### src/rtl/dual_index_barcode_matcher_unit_assert.svh
// Assertion macros, clocked on clk_i and disabled while rst_ni is low
`ifndef DUAL_INDEX_BARCODE_MATCHER_UNIT_ASSERT_SVH
`define DUAL_INDEX_BARCODE_MATCHER_UNIT_ASSERT_SVH

`define DIBM_ASSERT(lbl, prop, msg) \
  lbl: assert property (@(posedge clk_i) disable iff (!rst_ni) prop) else $error(msg);

`define DIBM_ASSERT_NEXT(lbl, ante, cons, msg) \
  lbl: assert property (@(posedge clk_i) disable iff (!rst_ni) (ante) |=> (cons)) \
    else $error(msg);

`endif

### src/rtl/dibm_pkg.sv
package dibm_pkg;

  localparam int unsigned LANES            = 8;
  localparam int unsigned SAMPLES_PER_LANE = 64;
  localparam int unsigned INDEX_BASES      = 10;

  localparam int unsigned IDX_W  = 30;
  localparam int unsigned BASE_W = 3;
  localparam int unsigned SLOT_W = 7;
  localparam int unsigned CFG_W  = 4;
  localparam int unsigned CIDX_W = 2;

  localparam logic CMD_INSERT   = 1'b0;
  localparam logic CMD_CLASSIFY = 1'b1;

  localparam logic [CIDX_W-1:0] REG_MAX_ERRORS   = 2'd0;
  localparam logic [CIDX_W-1:0] REG_INDEX_LENGTH = 2'd1;

  localparam logic [CFG_W-1:0] MAX_ERRORS_RST   = 4'd1;
  localparam logic [CFG_W-1:0] INDEX_LENGTH_RST = 4'd8;

  typedef enum logic [2:0] {
    ST_MATCHED      = 3'd0,
    ST_UNDETERMINED = 3'd1,
    ST_NO_LANE      = 3'd2,
    ST_INSERTED     = 3'd3,
    ST_FULL         = 3'd4
  } status_e;

  typedef struct packed {
    logic [IDX_W-1:0] w7;
    logic [IDX_W-1:0] w5;
  } pair_t;

endpackage

### src/rtl/dibm_cell.sv
module dibm_cell #(
  parameter int unsigned EW = 6,
  parameter int unsigned DW = 4
) (
  input  logic                        clk_i,
  input  logic                        rst_ni,
  input  logic                        vld_i,
  input  logic [EW-1:0]               tag_i,
  input  logic [DW-1:0]               d7_i,
  input  logic [DW-1:0]               d5_i,
  input  dibm_pkg::pair_t             pair_i,
  input  logic [dibm_pkg::BASE_W-1:0] r7_i,
  input  logic [dibm_pkg::BASE_W-1:0] r5_i,
  input  logic                        en_i,
  output logic                        vld_o,
  output logic [EW-1:0]               tag_o,
  output logic [DW-1:0]               d7_o,
  output logic [DW-1:0]               d5_o,
  output dibm_pkg::pair_t             pair_o
);

  logic            vld_q;
  logic [EW-1:0]   tag_q;
  logic [DW-1:0]   d7_q, d7_d, d5_q, d5_d;
  dibm_pkg::pair_t pair_q, pair_d;
  logic            mis7, mis5;

  assign mis7 = en_i && (pair_i.w7[dibm_pkg::BASE_W-1:0] != r7_i);
  assign mis5 = en_i && (pair_i.w5[dibm_pkg::BASE_W-1:0] != r5_i);
  assign d7_d = d7_i + DW'(mis7);
  assign d5_d = d5_i + DW'(mis5);
  assign pair_d.w7 = pair_i.w7 >> dibm_pkg::BASE_W;
  assign pair_d.w5 = pair_i.w5 >> dibm_pkg::BASE_W;

  always_ff @(posedge clk_i or negedge rst_ni) begin
    if (!rst_ni) begin
      vld_q <= 1'b0;
    end else begin
      vld_q <= vld_i;
    end
  end

  always_ff @(posedge clk_i) begin
    tag_q  <= tag_i;
    d7_q   <= d7_d;
    d5_q   <= d5_d;
    pair_q <= pair_d;
  end

  assign vld_o  = vld_q;
  assign tag_o  = tag_q;
  assign d7_o   = d7_q;
  assign d5_o   = d5_q;
  assign pair_o = pair_q;

endmodule

### config.mk
export PLATFORM = sky130hd
export DESIGN_NAME = dibm_cell
export DESIGN_NICKNAME = d
export VERILOG_FILES = /design/src/rtl/dual_index_barcode_matcher_unit_assert.svh /design/src/rtl/dibm_pkg.sv /design/src/rtl/dibm_cell.sv
export SDC_FILE = /design/constraint.sdc
export NUM_CORES = 1
export LEC_CHECK = 0
export ABC_AREA = 1
export ABC_CLOCK_PERIOD_IN_PS = 800
export BUFFER_PORTS_ARGS = -buffer_cell sky130_fd_sc_hd__buf_2
export CAP_MARGIN = 20
export CORE_UTILIZATION = 37
export CTS_BUF_LIST = sky130_fd_sc_hd__clkbuf_8
export DETAILED_ROUTE_END_ITERATION = 8
export HOLD_SLACK_MARGIN = 0.03
export PLACE_DENSITY = 0.9
export SYNTH_ARGS = -nofsm -noshare
export SYNTH_HDL_FRONTEND = slang
export SYNTH_SLANG_ARGS = --single-unit
### constraint.sdc
create_clock -name clk_i -period 0.8 [get_ports clk_i]
set_input_delay 0.04 -clock clk_i [delete_from_list [all_inputs] [get_ports clk_i]]
set_output_delay 0.04 -clock clk_i [all_outputs]
set_load 0.02 [all_outputs]
# [Word-level counts from Yosys, hierarchy flattened]
# Cells that the tools add are included.
[word_totals] input_bits=84 regBits=69
[op_classes] eq_ne=2 add_sub_neg=2 reduce_logical=2
[ops] cell="4-bit by 1-bit adder with 4-bit output" n=2
[ops] cell="3-bit != test" n=2
[ops] cell="1-bit logical AND" n=2

# [Depth between registers and ports, before layout]
# Gate-level depths: netlist (run 1).
[depth] word_depth=3 depth_mapped=9 mapped_depth_nobuf=9

# [Worst setup path before layout (run 1)]
# Ideal clock, no wire load.
[synth_timing] path_type="input -> register" from="input port r5_i[1] in the netlist's numbering" to="register d5_q[2], in the netlist d5_o[2]" slack_ps=-147 path_buffers=0 stages=7 required_ps=683 arrival_ps=830 cell_sequence="xnor2_1 nand3_1 nand2_1 inv_1 ha_1 ha_1 xor2_1"
[synth_via] elab_chain_len=3
[synth_lines] element="start, declared" line_no="dibm_cell.sv:13" text="input logic [dibm_pkg::BASE_W-1:0] r5_i,"
[synth_lines] element="3-bit != test" line_no="dibm_cell.sv:29" text="assign mis5 = en_i && (pair_i.w5[dibm_pkg::BASE_W-1:0] != r5_i);"
[synth_lines] element="1-bit logical AND" line_no="dibm_cell.sv:29"
[synth_lines] element="4-bit by 1-bit adder with 4-bit output" line_no="dibm_cell.sv:31" text="assign d5_d = d5_i + DW'(mis5);"
[synth_lines] element="net d5_d[2]" line_no="dibm_cell.sv:24" text="logic [DW-1:0] d7_q, d7_d, d5_q, d5_d;"
[synth_lines] element="end signal, assigned" line_no="dibm_cell.sv:46" text="d5_q <= d5_d;"
[synth_lines] element="end, declared" line_no="dibm_cell.sv:24"
# The timed path passes the listed nets, and every way through them passes these cells.

# [Worst setup path after layout (run 1)]
[layout_timing] from="register vld_q, in the netlist vld_o" to="output port vld_o"
[layout_lines] element="start, declared" line_no="dibm_cell.sv:22" text="logic vld_q;"
[layout_lines] element="start signal, assigned" line_no="dibm_cell.sv:39" text="vld_q <= vld_i;"
[layout_lines] element="end, declared" line_no="dibm_cell.sv:15" text="output logic vld_o,"
# No word-level cell between the ends.

==> results of run 1 <==
[power groups by stage]
stage | Combinational, mW | Sequential (mW) | Clock (mW)
final | 1.51 | 3.82 | 2.52
after floorplan | 0.129 | 4.04 | 0
after global placement | 0.791 | 3.76 | 0
after global routing | 1.56 | 3.83 | 2.71
after detailed placement | 0.812 | 3.77 | 0
after CTS | 1.31 | 3.78 | 2.31
[registers in the layout (all words and copies together), names as in the netlist]
| name | count |
|---|---|
| d7_o | 4 |
| pair_o | 54 |
| vld_o | 1 |
| tag_o | 6 |
| d5_o | 4 |
[metrics by stage]
step / setup WS [ns] / instances / util [%] / power [mW] / hold slack (ns)
global placement: -0.258 / 316 / 60.2 / 4.55 / -0.186
finish: -0.143 / 401 / 95.0 / 7.85 / -0.0277
CTS: -0.0862 / 400 / 93.1 / 7.41 / -0.0669
detailed placement: -0.277 / 316 / 60.2 / 4.58 / -0.183
global route: -0.163 / 401 / 95.0 / 8.10 / -0.0465
floorplan: -0.110 / 120 / - / 4.17 / -0.256
[placed cells by master (no fill, tap or decap)]
cell type / instances
ha_4: 3
nand2_1: 7
ha_2: 1
dfrtp_1: 1
xor2_2: 1
xor2_1: 2
dlygate4sd3_1: 69
buf_8: 1
buf_6: 72
nand2_4: 1
diode_2: 1
nor2_1: 2
clkinv_2: 4
clkbuf_8: 9
inv_4: 1
xnor2_1: 2
buf_2: 79
inv_2: 4
inv_8: 1
clkinv_4: 1
nand3_2: 1
dfxtp_2: 68
nand2_2: 6
xnor2_2: 1
inv_1: 5
nand3_1: 2
conb_1: 6
[layer usage]
| metal | routed length [um] | global-route usage (%) |
|---|---|---|
| met1 | 3140 | 31.8 |
| met2 | 5160 | 66.1 |
| met3 | 824 | 10.0 |
| met4 | 659 | 23.7 |
| met5 | 0 | 0 |
[synthesized netlist by cell type]
cell type  count
nand2_1       14
nand3_1        3
buf_4          6
nor2_1         2
inv_1         10
dfxtp_1       68
xnor2_1        3
conb_1         1
ha_1           4
xor2_1         3
dfrtp_1        1
[repair_timing]
| action | CTS | global route |
|---|---|---|
| resized for setup | 205 | 22 |
| pin swaps | 0 | 10 |
| hold endpoints to repair | 70 | 2 |
| setup endpoints to repair | 69 | 73 |
| gates cloned | 0 | 0 |
| setup buffers | 0 | 0 |
[final cells by class]
| type | instances | area [um^2] | share of cell area (%) |
|---|---|---|---|
| repair buffers | 221 | 1910 | 48.6 |
| flip-flops and latches | 69 | 1470 | 37.4 |
| multi-input cells | 35 | 283 | 7.19 |
| clock buffers | 9 | 124 | 3.15 |
| well taps | 50 | 62.6 | 1.59 |
| inverters | 10 | 47.5 | 1.21 |
| clock inverters | 6 | 32.5 | 0.827 |
| diodes | 1 | 2.50 | 0.0636 |
[cell families (layout without fill, tap and decap cells)]
group | count (synthesis) | after routing | share of synthesized area, %
buffers and inverters | 16 | 246 | 5.00
adders and majority gates | 4 | 4 | 3.03
DFF | 69 | 69 | 84.0
xor gates and xnor gates | 6 | 6 | 3.18
and+or+nand+nor | 19 | 19 | 4.55
other | 1 | 7 | 0.227
[path summary, 6_finish.rpt]
| kind | cells after the start | end | from | slack [ns] |
|---|---|---|---|---|
| max | 1 | vld_o | vld_o$_DFF_PN0_ | -0.14 |
| min | 2 | d5_o[0]$_DFF_P_ | d5_i[0] | -0.03 |
| max in group asynchronous | 3 | vld_o$_DFF_PN0_ | rst_ni | 0.10 |
| min in group asynchronous | 3 | vld_o$_DFF_PN0_ | rst_ni | 0.56 |
==> flow_summary.toml, run 1 <==
[placement]
gp_congestion = 0.654
portBuffers = 152
place_area_um2 = 2490
dp_hpwl_um = 3280

[power_and_ir_drop]
ir_drop_mv = 1.65
p_sw_share_pct = 28.8
power_density_nw_per_um2 = 1990
p_sw_mw = 2.26
p_seq_share_pct = 48.6
power.internal_mw = 5.58
clock_power_share_pct = 32.1
p_leak_nw = 1.90
combPwrFrac_pct = 19.3

[setup_path]
cp_num_buf_inv = 1
crit_fanout = 1
critPathTopFamily = "flip-flops"
cp.arrival_ns = 0.90
slowest_delay_ns = 0.41
critPathLaunchType = "flop"
path_class = "reg2out"
critPathCaptureType = "output port"
cp_slowest_cell = "dfrtp_1"
critPathRequiredTime_ns = 0.76
crit_chain = "buf_6"

[clock_tree]
numCtsBuffers = 9
cts.sinks = 69
postCtsHoldBufs = 69
clk_pin_slew_ns = 0.08
h-tree-depth = 3
cts-root-buf = "clkbuf_8"
cts_tree = "built"
clock_path_buffers = 2

[layout]
nets = 434
area_growth_pct = 138
n_fill_cell = 99
final_area_um2 = 3940
drive_above_1_share_pct = 72.6

[sta]
finalSetupViolations = 74
finalSetupTns_ns = -3.08
rsz0062_at_grt = "true"
fin_crit_ns = 0.943
post-route-period-util_pct = 118
hold_viol_final = 2
slew_viol_final = 0
holdWs_ns = -0.0277
fmax_mhz = 1060
worst_slack_ns = -0.143

[detailed_routing]
vias_per_cell = 4.80
drtIter0Drc = 116
vias = 1926
wirelength_um = 9780
ant_nets = 0
drc_errors = 0
drtPass1Iterations = 4
wire_per_inst_um = 24.4

[floorplanning]
fp.dieH_um = 68.8
initial_core_util_pct = 39.8
ioPinCount = 159
rows = 23
fp.dieArea_um2 = 4730
design.core.area_um2 = 4140
die_w_um = 68.8

[logic_synthesis]
synth.avg_cell_area_um2 = 14.4
synthCells = 115
synth.cell_area_um2 = 1650
yosysTopAreaCell = "dfxtp_1"
synth_area_leaders = "dfxtp_1 82%, nand2_1 3.2%, ha_1 3.0%, buf_4 2.7%, inv_1 2.3%"
synth-seq-cells = 69
synth_cell_types = 11
ys_seq_area_share_pct = 84.0
synth-warning-count = 0
synth_top_area_share_pct = 82.5

[global_routing]
gr-total-overflow = 0
grt_pass1_vias = 1918
grt_max_degree = 12
grt_first_pass_wirelength_um = 10700
antenna_found_initial = 1
grtUsageTotal_pct = 35.0

[job]
drv_cap = 0

[worst_hold_path]
min_path_type = "in2reg"

[run_status]
violations = "hold timing, setup timing"
outcome = "finished with violations"
No activity file was read; power rests on OpenSTA's default activity.
==> run 2: changes to the inputs <==
Settings changed: ABC_AREA 1 to default, CORE_UTILIZATION 37 to 36, PLACE_DENSITY 0.9 to 0.89.
==> run 2 against run 1 <==
  * The flow still finishes with violations (hold timing, setup timing)
  * Largest cell class unchanged
  * Global-route usage grew 3.3 points
  * Highest routed layer is now met5
  * Critical path depth grew 5
  * Worst setup slack lost 0.020 ns
  * Largest power group unchanged
  * Via count shrank 7.6%
  * Power grew 6.9%
  * Non-clock buffer count grew 1
  * Sequential cell count is the same
  * First-iteration DRC count grew 28%
  * Sequential share of layout area is essentially flat
  * Cell count shrank 5.0%
==> flow_summary.toml, run 2 <==
[run_status]
outcome = "finished with violations"
violations = "hold timing, setup timing"

[power_and_ir_drop]
power_density_nw_per_um2 = 2130
ir_drop_mv = 2.22
p_leak_nw = 1.85

[setup_path]
slowest_delay_ns = 0.35
path_class = "in2reg"
crit_fanout = 2
cp_slowest_cell = "o31a_1"
critPathLaunchType = "primary input"
crit_chain = "buf_2, xor2_1, o31a_1, ha_4, ha_4, xor2_1"
critPathTopFamily = "XOR/XNOR gates"
cp.arrival_ns = 1.21
critPathCaptureType = "flop"
cp_num_buf_inv = 1
cp.depth = 6
critPathRequiredTime_ns = 1.04

[placement]
dp_hpwl_um = 3410
gp_congestion = 0.609
portBuffers = 152
place_area_um2 = 2450
dpl.cell_count = 296

[global_routing]
gr-total-overflow = 0
grtUsageTotal_pct = 38.2
grt_pass1_vias = 1841
grt_max_degree = 12
antenna_found_initial = 1
grt_first_pass_wirelength_um = 11700

[logic_synthesis]
synth-warning-count = 0
synth.cell_area_um2 = 1600
synth_ff_type = "dfxtp_1"
yosysTopAreaCell = "dfxtp_1"
synth-async-reset-ratio_pct = 1.45
yosysMostFrequentCell = "dfxtp_1"
synth_top_area_share_pct = 85.1
synthCells = 94
ys_seq_area_share_pct = 86.6
synth-seq-cells = 69
synth_cell_types = 9
synth_edf_count = 0
synth_top_cells_by_count = "68 x dfxtp_1, 8 x xor2_1, 6 x buf_4"
synth_area_leaders = "dfxtp_1 85%, xor2_1 4.4%, ha_1 3.1%, buf_4 2.8%, dfrtp_1 1.6%"
synth.avg_cell_area_um2 = 17.0

[detailed_routing]
drtPass1Iterations = 4
wire_per_inst_um = 25.1
drc_errors = 0
ant_nets = 0
drtIter0Drc = 149
vias_per_cell = 4.67
vias = 1780
wirelength_um = 9580

[sta]
rsz0062_at_grt = "true"
finalSetupTns_ns = -3.36
worst_slack_ns = -0.163
post-route-period-util_pct = 120
hold_viol_final = 2
fmax_mhz = 1040
slew_viol_final = 0
fin_crit_ns = 0.963
finalSetupViolations = 75
holdWs_ns = -0.0560

[floorplanning]
fp.dieH_um = 68.7
die_w_um = 68.7
design.core.area_um2 = 4140
rows = 23
initial_core_util_pct = 38.6
fp.dieArea_um2 = 4720
ioPinCount = 159

[layout]
utilization_pct = 94.9
final_area_um2 = 3930
most-common-layout-cells = "79 x buf_2, 73 x buf_6, 69 x dlygate4sd3_1, 68 x dfxtp_2, 12 x clkbuf_8"
area_growth_pct = 146
final_cells = 381
nets = 414
largest_register_ffs = 54
final_common_cell = "buf_2"
antenna_cells = 0
drive_above_1_share_pct = 73.7

[clock_tree]
post_cts_buffers = 0
numCtsBuffers = 9
cts-root-buf = "clkbuf_8"
clock_path_buffers = 2
clk_pin_slew_ns = 0.07
postCtsHoldBufs = 69
cts_tree = "built"
h-tree-depth = 3
cts.sinks = 69

[worst_hold_path]
min_path_cells = 2
min_path_type = "in2reg"

[job]
drv_cap = 0
[run 2: changes by cell type after synthesis]
cell	previous run	this run
nand2_1	14	0
inv_1	10	0
xor2_1	3	8
nor2_1	2	0
o31a_1	0	2
nand3_1	3	2
xnor2_1	3	2
[run 2: routing by layer]
metal  global-route usage [%]  share of wire (%)  routed length, um  vias to the layer above
met5                        0               0.14                 13                        -
met2                     60.5                 50               4810                      132
met4                     26.8                4.5                428                        2
met3                     12.5                8.2                789                       38
met1                     43.3                 37               3540                      861
li1                         -                  -                  -                      747
[run 2: where the power goes]
part | switching, mW | leakage (nW) | internal (mW) | total [mW]
Combinational | 0.674 | 1.15 | 0.819 | 1.49
Clock | 1.39 | 0.110 | 1.68 | 3.07
Sequential | 0.135 | 0.586 | 3.69 | 3.82
Total | 2.20 | 1.85 | 6.19 | 8.39
[run 2: path summary, 6_finish.rpt]
kind | startpoint | end | slack, ns
max in group asynchronous | rst_ni | vld_o$_DFF_PN0_ | 0.18
worst max-delay path | r7_i[2] | d7_o[2]$_DFF_P_ | -0.16
worst min-delay path | d7_i[0] | d7_o[0]$_DFF_P_ | -0.06
min in group asynchronous | rst_ni | vld_o$_DFF_PN0_ | 0.52
[run 2: kinds of logic after synthesis]
family,share of synthesized area (%)
simple gates,0.626
buf+inv,2.81
fa+ha+maj,3.13
xor+xnor,5.47
other cells,0.234
compound gates,1.09
flops,86.6
[run 2: repair_timing]
item | in CTS | in global routing
pin swaps | 2 | 5
gates resized for setup | 208 | 8
endpoints found under the setup margin | 72 | 73
hold endpoints to repair | 70 | 2
[run 2: layout make-up]
| type | instances | area [um^2] |
|---|---|---|
| well taps | 50 | 62.6 |
| fillers | 103 | 213 |
| flip-flops and latches | 69 | 1470 |
| multi-input cells | 24 | 270 |
| repair buffers | 222 | 1920 |
| clock inverters | 4 | 46.3 |
| clock buffers | 12 | 165 |
[run 2: per-stage QoR]
| stage | power (mW) | worst slack [ns] |
|---|---|---|
| CTS | 8.06 | -0.0786 |
| detailed placement | 4.58 | -0.399 |
| global placement | 4.54 | -0.397 |
| floorplan | 4.16 | -0.257 |
| finish | 8.39 | -0.163 |
| global route | 8.59 | -0.163 |
